$ cat src/rtl/tcp_transfer_time_estimator_top_assert.svh
// Assertion macros used by the estimator top.
`ifndef TCP_TRANSFER_TIME_ESTIMATOR_TOP_ASSERT_SVH
`define TCP_TRANSFER_TIME_ESTIMATOR_TOP_ASSERT_SVH

// Same-cycle implication, checked outside reset.
`define TTE_ASSERT_NOW(lbl, ante, cons, msg) \
    lbl: assert property (@(posedge clk) disable iff (!rst_n) (ante) |-> (cons)) \
        else $error(msg);

// Next-cycle implication, checked outside reset.
`define TTE_ASSERT_NEXT(lbl, ante, cons, msg) \
    lbl: assert property (@(posedge clk) disable iff (!rst_n) (ante) |=> (cons)) \
        else $error(msg);

`endif

$ cat src/rtl/tte_pkg.sv
`timescale 1ns / 1ps
`default_nettype none

package tte_pkg;

    // Configuration register indexes.
    localparam logic [2:0] CFG_MSS    = 3'd0;
    localparam logic [2:0] CFG_WINDOW = 3'd1;
    localparam logic [2:0] CFG_RTT    = 3'd2;
    localparam logic [2:0] CFG_BW     = 3'd3;
    localparam logic [2:0] CFG_LOSS   = 3'd4;

    localparam int CfgWidth = 40;

    // Reset values of the configuration registers.
    localparam logic [15:0] MSS_RESET    = 16'd1460;
    localparam logic [31:0] WINDOW_RESET = 32'd65535;
    localparam logic [15:0] RTT_RESET    = 16'd100;
    localparam logic [39:0] BW_RESET     = 40'd1000000000;
    localparam logic [19:0] LOSS_RESET   = 20'd0;

    // Arithmetic constants.
    localparam logic [12:0] BITS_PER_KB  = 13'd8000;
    localparam logic [29:0] NS_PER_S     = 30'd1000000000;
    localparam logic [19:0] NS_PER_MS    = 20'd1000000;
    localparam logic [63:0] SQRT_NUM_Q32 = 64'd1500000 << 32;

    // Precomputed link figures handed to the item pipeline.
    typedef struct packed {
        logic        busy;
        logic [39:0] tp;
        logic [35:0] rtt_ns;
        logic [15:0] mss;
    } rate_t;

endpackage

`default_nettype wire

$ cat src/rtl/tte_rate_unit.sv
`timescale 1ns / 1ps
`default_nettype none

module tte_rate_unit (
    input  wire logic                          clk,
    input  wire logic                          rst_n,
    input  wire logic                          cfg_we,
    input  wire logic [2:0]                    cfg_index,
    input  wire logic [tte_pkg::CfgWidth-1:0]  cfg_data,
    output tte_pkg::rate_t                     rate
);

    typedef enum logic [3:0] {
        ST_START, ST_WDIV, ST_RATIO, ST_RDIV, ST_SQINIT,
        ST_SQRT, ST_MUL1, ST_MUL2, ST_MDIV, ST_FIN, ST_DONE
    } state_t;

    state_t      state_reg;
    logic [5:0]  cnt_reg;
    logic [15:0] mss_reg;
    logic [31:0] window_reg;
    logic [15:0] rtt_reg;
    logic [39:0] bw_reg;
    logic [19:0] loss_reg;
    logic [63:0] num_reg;
    logic [31:0] den_reg;
    logic [31:0] rem_reg;
    logic [63:0] quo_reg;
    logic [63:0] sx_reg;
    logic [63:0] res_reg;
    logic [63:0] bit_reg;
    logic [63:0] prod_reg;
    logic [39:0] tp_reg;
    logic [35:0] rtt_ns_reg;

    logic [15:0] mss_eff;
    logic [39:0] bw_eff;
    logic [32:0] div_r;
    logic        div_ge;
    logic [31:0] rem_next;
    logic [63:0] quo_next;
    logic [63:0] sq_sum;

    assign mss_eff = (mss_reg == 16'd0) ? 16'd1 : mss_reg;
    assign bw_eff  = (bw_reg == 40'd0) ? 40'd1 : bw_reg;

    // One restoring division step: one quotient bit per cycle.
    assign div_r    = {rem_reg, num_reg[63]};
    assign div_ge   = div_r >= {1'b0, den_reg};
    assign rem_next = div_ge ? 32'(div_r - {1'b0, den_reg}) : div_r[31:0];
    assign quo_next = {quo_reg[62:0], div_ge};

    // Candidate of one digit-by-digit square root step.
    assign sq_sum = res_reg + bit_reg;

    // Sequencer: recomputes throughput and rtt after reset and each write.
    always_ff @(posedge clk or negedge rst_n)
    begin
        if (!rst_n)
        begin
            state_reg  <= ST_START;
            cnt_reg    <= '0;
            mss_reg    <= tte_pkg::MSS_RESET;
            window_reg <= tte_pkg::WINDOW_RESET;
            rtt_reg    <= tte_pkg::RTT_RESET;
            bw_reg     <= tte_pkg::BW_RESET;
            loss_reg   <= tte_pkg::LOSS_RESET;
        end
        else if (cfg_we)
        begin
            state_reg <= ST_START;
            unique case (cfg_index)
                tte_pkg::CFG_MSS:    mss_reg    <= cfg_data[15:0];
                tte_pkg::CFG_WINDOW: window_reg <= cfg_data[31:0];
                tte_pkg::CFG_RTT:    rtt_reg    <= cfg_data[15:0];
                tte_pkg::CFG_BW:     bw_reg     <= cfg_data[39:0];
                tte_pkg::CFG_LOSS:   loss_reg   <= cfg_data[19:0];
                default:             ;
            endcase
        end
        else
        begin
            unique case (state_reg)
                ST_START:
                begin
                    rtt_ns_reg <= 36'(rtt_reg) * 36'(tte_pkg::NS_PER_MS);
                    if (rtt_reg == 16'd0)
                    begin
                        tp_reg    <= bw_eff;
                        state_reg <= ST_DONE;
                    end
                    else
                    begin
                        num_reg   <= 64'(window_reg) * 64'(tte_pkg::BITS_PER_KB);
                        den_reg   <= {16'd0, rtt_reg};
                        rem_reg   <= '0;
                        quo_reg   <= '0;
                        cnt_reg   <= '0;
                        state_reg <= ST_WDIV;
                    end
                end
                ST_WDIV, ST_RDIV, ST_MDIV:
                begin
                    rem_reg <= rem_next;
                    quo_reg <= quo_next;
                    num_reg <= {num_reg[62:0], 1'b0};
                    cnt_reg <= cnt_reg + 6'd1;
                    if (cnt_reg == 6'd63)
                    begin
                        if (state_reg == ST_WDIV)
                        begin
                            state_reg <= ST_RATIO;
                        end
                        else if (state_reg == ST_RDIV)
                        begin
                            state_reg <= ST_SQINIT;
                        end
                        else
                        begin
                            state_reg <= ST_FIN;
                        end
                    end
                end
                ST_RATIO:
                begin
                    tp_reg <= (quo_reg < {24'd0, bw_eff}) ? quo_reg[39:0] : bw_eff;
                    if (loss_reg == 20'd0)
                    begin
                        state_reg <= ST_DONE;
                    end
                    else
                    begin
                        num_reg   <= tte_pkg::SQRT_NUM_Q32;
                        den_reg   <= {12'd0, loss_reg};
                        rem_reg   <= '0;
                        quo_reg   <= '0;
                        cnt_reg   <= '0;
                        state_reg <= ST_RDIV;
                    end
                end
                ST_SQINIT:
                begin
                    sx_reg    <= quo_reg;
                    res_reg   <= '0;
                    bit_reg   <= 64'd1 << 62;
                    cnt_reg   <= '0;
                    state_reg <= ST_SQRT;
                end
                ST_SQRT:
                begin
                    if (sx_reg >= sq_sum)
                    begin
                        sx_reg  <= sx_reg - sq_sum;
                        res_reg <= (res_reg >> 1) + bit_reg;
                    end
                    else
                    begin
                        res_reg <= res_reg >> 1;
                    end
                    bit_reg <= bit_reg >> 2;
                    cnt_reg <= cnt_reg + 6'd1;
                    if (cnt_reg == 6'd31)
                    begin
                        state_reg <= ST_MUL1;
                    end
                end
                ST_MUL1:
                begin
                    prod_reg  <= 64'(res_reg[31:0]) * 64'(tte_pkg::BITS_PER_KB);
                    state_reg <= ST_MUL2;
                end
                ST_MUL2:
                begin
                    num_reg   <= 64'(prod_reg[44:0]) * 64'(mss_eff);
                    den_reg   <= {rtt_reg, 16'd0};
                    rem_reg   <= '0;
                    quo_reg   <= '0;
                    cnt_reg   <= '0;
                    state_reg <= ST_MDIV;
                end
                ST_FIN:
                begin
                    if (quo_reg < {24'd0, tp_reg})
                    begin
                        tp_reg <= quo_reg[39:0];
                    end
                    state_reg <= ST_DONE;
                end
                ST_DONE:
                begin
                    state_reg <= ST_DONE;
                end
                default:
                begin
                    state_reg <= ST_START;
                end
            endcase
        end
    end

    assign rate.busy   = (state_reg != ST_DONE);
    assign rate.tp     = tp_reg;
    assign rate.rtt_ns = rtt_ns_reg;
    assign rate.mss    = mss_eff;

endmodule

`default_nettype wire

$ cat config.mk
export PLATFORM = sky130hd
export DESIGN_NAME = tte_rate_unit
export DESIGN_NICKNAME = d
export VERILOG_FILES = /design/src/rtl/tcp_transfer_time_estimator_top_assert.svh /design/src/rtl/tte_pkg.sv /design/src/rtl/tte_rate_unit.sv
export SDC_FILE = /design/constraint.sdc
export NUM_CORES = 2
export LEC_CHECK = 0
export CELL_PAD_IN_SITES_DETAIL_PLACEMENT = 2
export CELL_PAD_IN_SITES_GLOBAL_PLACEMENT = 2
export CORE_ASPECT_RATIO = 0.6
export CORE_MARGIN = 3
export CORE_UTILIZATION = 35
export CTS_CLUSTER_DIAMETER = 120
export DETAILED_ROUTE_END_ITERATION = 7
export DONT_BUFFER_PORTS = 1
export GPL_TIMING_DRIVEN = 1
export PLACE_DENSITY_LB_ADDON = 0.1
export SYNTH_ARGS = -nofsm -noshare
export SYNTH_HDL_FRONTEND = slang
export SYNTH_SLANG_ARGS = --single-unit
export TNS_END_PERCENT = 10
$ cat constraint.sdc
create_clock -name clk -period 14.65 [get_ports clk]
set_input_delay 2.1975 -clock clk [delete_from_list [all_inputs] [get_ports clk]]
set_output_delay 2.1975 -clock clk [all_outputs]
set_load 0.02 [all_outputs]
==> After elaboration in Yosys (flattened, before gate mapping) <==
Cells that the tools add are included.
{ "word_totals": {"register_bits": 627, "input_bits": 46, "out_inout_bits": 93, "word_cells": 119} }
{ "op_classes": {"n_addsub": 5, "multipliers": 4, "order_cmp": 4, "eq_ne": 24, "mux": 35, "n_bitwise": 1, "reduce_logical": 29} }
{ "op_table": {"columns": ["cell", "n"], "rows": [
  ["64-bit one-hot mux with 4 select lines", 2],
  ["64-bit two-way mux", 6],
  ["64-bit one-hot mux with 2 select lines", 3],
  ["32-bit two-way mux", 5],
  ["40-bit two-way mux", 4],
  ["64-bit by 40-bit < comparator with 1-bit output", 2],
  ["32-bit one-hot mux with 4 select lines", 1],
  ["40-bit one-hot mux with 3 select lines", 1],
  ["32-bit one-hot mux with 3 select lines", 1],
  ["32-bit by 7-bit multiplier with 39-bit output (second input constant)", 2],
  ["63-bit by 64-bit adder with 64-bit output", 1],
  ["64-bit adder", 1],
  ["64-bit >= comparator", 1],
  ["64-bit subtractor", 1],
  ["39-bit by 16-bit multiplier with 55-bit output", 1],
  ["40-bit zero test", 1],
  ["33-bit by 32-bit >= comparator with 1-bit output", 1],
  ["16-bit zero test", 2],
  ["4-bit one-hot mux with 8 select lines", 1],
  ["32-bit subtractor", 1],
  ["16-bit by 14-bit multiplier with 30-bit output (second input constant)", 1],
  ["4-bit two-way mux", 7],
  ["6-bit one-hot mux with 4 select lines", 1],
  ["20-bit zero test", 1],
  ["other kinds (28)", 54]
]} }

==> Depth between registers and ports, before layout <==
{ "logic_depth": {"ltp_word": 6, "ltp_mapped": 27, "mapped_depth_nobuf": 25} }

==> Worst setup path before layout <==
Ideal clock, no wire load.
{ "synth_path": {"kind": "input -> register", "startpoint": "input cfg_we", "endpoint": "register sx_reg[0], enable pin", "setup_time_ps": 584, "arrival_time_ps": 16763, "required_time_ps": 14066, "setup_slack_ps": -2697, "stages": 4, "path_buffers": 1, "cell_sequence": "clkbuf_1 -> nand2b_1 -> nor4_1 -> a21boi_0"} }
{ "synth_between": {"elab_chain_cells": 2} }
{ "synth_rtl": {"columns": ["element", "line_no", "rtl"], "rows": [
  ["start, declared", "tte_rate_unit.sv:7", "input wire logic cfg_we,"],
  ["1-bit inverter (no source line)", null, null],
  ["4-bit AND reduction (no source line)", null, null],
  ["end signal, assigned", "tte_rate_unit.sv:143", "sx_reg <= quo_reg;"],
  ["end signal, assigned", "tte_rate_unit.sv:153", "sx_reg <= sx_reg - sq_sum;"],
  ["end, declared", "tte_rate_unit.sv:29", "logic [63:0] sx_reg;"]
]} }
Every way passes these cells.
A chain may end at the register's enable or synchronous reset.

==> Worst setup path after layout <==
{ "layout_path": {"startpoint": "register mss_reg[2]", "endpoint": "register num_reg[55] (data pin)"} }
{ "layout_between": {"elab_chain_cells": 4} }
{ "layout_rtl": {"columns": ["element", "line_no", "rtl"], "rows": [
  ["start, declared", "tte_rate_unit.sv:20", "logic [15:0] mss_reg;"],
  ["start signal, assigned", "tte_rate_unit.sv:63", "mss_reg <= tte_pkg::MSS_RESET;"],
  ["start signal, assigned", "tte_rate_unit.sv:73", "tte_pkg::CFG_MSS: mss_reg <= cfg_data[15:0];"],
  ["16-bit zero test", "tte_rate_unit.sv:44", "assign mss_eff = (mss_reg == 16'd0) ? 16'd1 : mss_reg;"],
  ["16-bit two-way mux (*)", "tte_rate_unit.sv:44", null],
  ["39-bit by 16-bit multiplier with 55-bit output (*)", "tte_rate_unit.sv:174", "num_reg <= 64'(prod_reg[44:0]) * 64'(mss_eff);"],
  ["64-bit one-hot mux with 4 select lines (*)", "tte_rate_unit.sv:83", "unique case (state_reg)"],
  ["end signal, assigned", "tte_rate_unit.sv:94", "num_reg <= 64'(window_reg) * 64'(tte_pkg::BITS_PER_KB);"],
  ["end signal, assigned", "tte_rate_unit.sv:106", "num_reg <= {num_reg[62:0], 1'b0};"],
  ["end signal, assigned", "tte_rate_unit.sv:174", null],
  ["end, declared", "tte_rate_unit.sv:25", "logic [63:0] num_reg;"]
]} }
Every way passes the cells marked *; elsewhere a longest branch is shown, timed or not.

==> reports/results.env <==
FIRST_PASS_GRT_WIRE_LENGTH_MM=372
TIMING_HOLD_VIOLATIONS_FINAL=0
NUMBER_OF_DESIGN_RULE_VIOLATIONS_LEFT_BY_THE_FIRST_DETAILED_ROUTER_ITERATION=3436
CLOCK-SKEW-FINAL_NS=0.0354
ROUTE.DETAILED.VIAS_PER_INST=5.41
CTS_TREE='built'
CTS.REPAIR.RESIZED=0
CORE_AREA_UM2=191000
PLACE_HPWL_MM=187
SETUP.WORST_PATH.END_CLASS='register'
CRIT_PATH_REQUIRED_TIME_NS=15.00
WORST-SLEW-PIN-TRANSITION_NS=1.24
REPORT.FINAL.SLEW_VIOL_COUNT=0
IO_BUF_COUNT=0
POSTROUTEANTENNANETS=0
CRIT_PATH_TOP_DELAY_CELL='sky130_fd_sc_hd__dfstp_2'
START_KIND='register'
SLEW_HEADROOM_PCT=17.4
CTS.SINK_COUNT=589
SYNTH_TOP_AREA_SHARE_PCT=23.9
SYNTH-SEQ-AREA-SHARE_PCT=25.2
TIMING.CRITICAL_PATH.MODE_CELL='sky130_fd_sc_hd__fa_1'
WORST_HOLD_PATH_TYPE='register to register'
FLOORPLAN.INITIALDENSITY_PCT=35.4
SYNTHESIS.AREA_PER_INSTANCE_UM2=9.78
CLK-INSERTION-DELAY-LATE_NS=0.67
SLOWEST_DELAY_NS=0.74
POSTSYNTH.TOPFLOPCELL='sky130_fd_sc_hd__edfxtp_1'
SYNTH_EDF_COUNT=455
CHIPWIDTH_UM=574
DIE_HEIGHT_UM=347
NUM_VIAS=51193
YS_SEQ_ELEMENTS=589
IO_PINS=139
ROOT_BUFFER='sky130_fd_sc_hd__clkbuf_16'
SYN-INSTANCE-COUNT=6935
STATUS='finished, final reports clean'
SYNTH.LARGEST_AREA_CELL='sky130_fd_sc_hd__fa_1'
RSZ0062_AT_GRT='false'
CRITICAL_PATH.CELL_CHAIN='buf_4 -> nand2_1 -> fa_1 -> fa_1 -> fa_1 -> inv_1 -> fa_1 -> fa_1 -> inv_1 -> fa_1 -> inv_1 -> ha_1 -> nand2_1 -> o21ai_0 -> a311oi_1 -> a21oi_1 -> a22oi_1 -> o311ai_0 -> a21oi_1 -> o21ai_0 -> a31oi_1 -> xor2_1 -> o21ai_0'
TOP_POST_SYNTHESIS_CELLS_BY_AREA='sky130_fd_sc_hd__fa_1 24%, sky130_fd_sc_hd__edfxtp_1 20%, sky130_fd_sc_hd__ha_1 12%'
POSTCTSHOLDBUFS=0
TIMING.FINAL.SETUP_VIOLATIONS=0
FIN_SETUP_TNS_NS=0
FINALWORSTPATHREQUIREDPERIOD_NS=8.68
LARGEST_NET_DEGREE_AT_THE_START_OF_GLOBAL_ROUTING=136
CLKSLEWWORSTSETUPHOLDPATHS_NS=0.06
GRT.OVERFLOW.TOTAL=0
CTS_INSERTED_BUFFERS=73
SYNTH_WARNINGS=0
GRT_USE_TOTAL_PCT=24.2
PATH_CLASS='register to register'
PATH_MAX_FANOUT=30
DRCVIOLATIONCOUNT=0
DIE_OUTLINE_AREA_UM2=199000
DRV_CAP=0
DRIVE_ABOVE_1_SHARE_PCT=6.77
CP.ARRIVAL_NS=9.03
TIMING.FINAL.CRIT_SHARE_PCT=59.3
CLOCK_TREE.HTREE_LEVEL_COUNT=3
CLK_PATH_BUF_DEPTH=3
GP_ROUTABILITY_CONGESTION=0.859
FINISH.NET_COUNT=8315
DRT_FIRST_PASS_ITERS=7
DRT_WL_TOTAL_MM=240
WL_PER_CELL_UM=25.4
NUM_ROWS=124
SYNTH_AREA_UM2=67800
POST_CTS_BUFFERS=0
SYNTH-ASYNC-RESET-RATIO_PCT=22.8
AREAGROWTHSYNTHTOFINISH_PCT=7.90
ACHIEVABLE_FREQUENCY_MHz=115
GRT_PASS1_VIAS=56458
ANTENNA_FOUND_INITIAL=26
DISTINCT_CELLS_SYNTH=90
metrics by stage:
step                      cell area [µm²]  setup slack (ns)  util [%]  hold slack [ns]  cells
after global placement              70700              6.31      36.9            0.498   9317
final                               73100              5.97      38.2            0.522   9466
after global routing                73100              5.50      38.2            0.552   9456
after floorplan                     67800             0.680         -            0.468   6940
after CTS                           73100              5.94      38.2            0.521   9453
after detailed placement            70700              6.07      36.9            0.508   9317
cell usage after synthesis, types with 9 or more instances:
library cell	instances
sky130_fd_sc_hd__a21boi_0	10
sky130_fd_sc_hd__xor2_1	146
sky130_fd_sc_hd__and2_1	268
sky130_fd_sc_hd__xnor2_1	183
sky130_fd_sc_hd__o21ai_0	330
sky130_fd_sc_hd__edfxtp_1	455
sky130_fd_sc_hd__buf_2	23
sky130_fd_sc_hd__or2_2	16
sky130_fd_sc_hd__nand2_1	833
sky130_fd_sc_hd__o21ai_1	14
sky130_fd_sc_hd__nand2b_1	34
sky130_fd_sc_hd__a2111oi_0	14
sky130_fd_sc_hd__clkbuf_1	246
sky130_fd_sc_hd__a22oi_1	24
sky130_fd_sc_hd__a31o_2	20
sky130_fd_sc_hd__o31a_1	10
sky130_fd_sc_hd__a31oi_1	94
sky130_fd_sc_hd__and3_1	95
sky130_fd_sc_hd__buf_1	9
sky130_fd_sc_hd__fa_1	809
sky130_fd_sc_hd__nor4_1	35
sky130_fd_sc_hd__dfstp_2	38
sky130_fd_sc_hd__nor2b_1	54
sky130_fd_sc_hd__or3_1	28
sky130_fd_sc_hd__dfrtp_1	96
sky130_fd_sc_hd__nand4_1	81
sky130_fd_sc_hd__nor2_1	229
sky130_fd_sc_hd__a21o_1	148
sky130_fd_sc_hd__mux2_2	144
sky130_fd_sc_hd__a211oi_1	54
sky130_fd_sc_hd__o21bai_1	49
sky130_fd_sc_hd__o31ai_1	25
sky130_fd_sc_hd__o21a_1	35
sky130_fd_sc_hd__nor3_1	78
sky130_fd_sc_hd__inv_1	976
sky130_fd_sc_hd__ha_1	651
sky130_fd_sc_hd__o221ai_1	10
sky130_fd_sc_hd__o211ai_1	26
sky130_fd_sc_hd__a21oi_1	320
sky130_fd_sc_hd__nand3_1	76
sky130_fd_sc_hd__and4_1	9
sky130_fd_sc_hd__o22ai_1	13
cell families after synthesis:
logic type | after synthesis | share of synthesized area (%)
flip-flops | 589 | 25.2
buffers and inverters | 1261 | 7.07
multiplexers | 151 | 2.50
XOR/XNOR | 329 | 4.25
AO/OA/AOI/OAI | 1281 | 12.0
AND/OR/NAND/NOR | 1863 | 13.1
adder cells (fa/ha/maj) | 1460 | 35.9
other | 1 | 0.00553
per-layer routing:
layer | GRT usage (%) | share of wire (%)
met3 | 2.56 | 4.2
met4 | 3.48 | 1.3
met1 | 38.5 | 53
met2 | 35.7 | 42
met5 | 0 | 0.0054
area by class of cell:
class,instances,area [µm²]
flip-flops and latches,589,17100
clock buffers,102,2060
fillers,20649,118000
multi-input cells,5090,46100
clock inverters,34,407
well taps,2583,3230
diodes,13,32.5
inverters,976,3670
repair buffers,79,593
worst max-delay path: cells and delay by family (launching register included):
kind / cells / cell delay, ns
AOI/OAI and AO/OA: 9 / 2.99
xor gates and xnor gates: 1 / 0.17
adders and majority gates: 7 / 3.50
buffers and inverters: 4 / 0.71
DFF: 1 / 0.74
and+or+nand+nor: 2 / 0.23
final timing paths:
path,slack (ns),cells past startpoint,end,start
hold reg to reg,0.52,1,mss_reg[9],mss_reg[9]
setup / recovery,5.97,23,num_reg[55],mss_reg[2]
hold / removal,0.52,1,mss_reg[9],mss_reg[9]
setup reg to reg,5.97,23,num_reg[55],mss_reg[2]
max in group asynchronous,12.96,0,mss_reg[1],rst_n
min in group asynchronous,1.23,0,bw_reg[30],rst_n
placed cells by master (no fill, tap or decap), types with 26 or more instances in the layout:
cell	count
sky130_fd_sc_hd__nand2_1	833
sky130_fd_sc_hd__o21a_1	34
sky130_fd_sc_hd__xor2_1	146
sky130_fd_sc_hd__xnor2_1	183
sky130_fd_sc_hd__fa_1	809
sky130_fd_sc_hd__and2_1	267
sky130_fd_sc_hd__dfrtp_1	87
sky130_fd_sc_hd__buf_4	79
sky130_fd_sc_hd__o21ai_0	329
sky130_fd_sc_hd__o21bai_1	49
sky130_fd_sc_hd__a21o_1	148
sky130_fd_sc_hd__nor2b_1	53
sky130_fd_sc_hd__a31oi_1	94
sky130_fd_sc_hd__a21oi_1	320
sky130_fd_sc_hd__o211ai_1	26
sky130_fd_sc_hd__nand4_1	81
sky130_fd_sc_hd__inv_1	974
sky130_fd_sc_hd__nor2_1	228
sky130_fd_sc_hd__nor4_1	33
sky130_fd_sc_hd__ha_1	651
sky130_fd_sc_hd__mux2_2	144
sky130_fd_sc_hd__clkbuf_16	75
sky130_fd_sc_hd__edfxtp_1	455
sky130_fd_sc_hd__nand2b_1	33
sky130_fd_sc_hd__dfstp_2	38
sky130_fd_sc_hd__nand3_1	75
sky130_fd_sc_hd__nor3_1	72
sky130_fd_sc_hd__a211oi_1	54
sky130_fd_sc_hd__and3_1	95
sky130_fd_sc_hd__or3_1	28
Power is left out: the tool's default activity adds up to more than one toggle a clock period on the data nets, which glitch-free logic cannot reach.
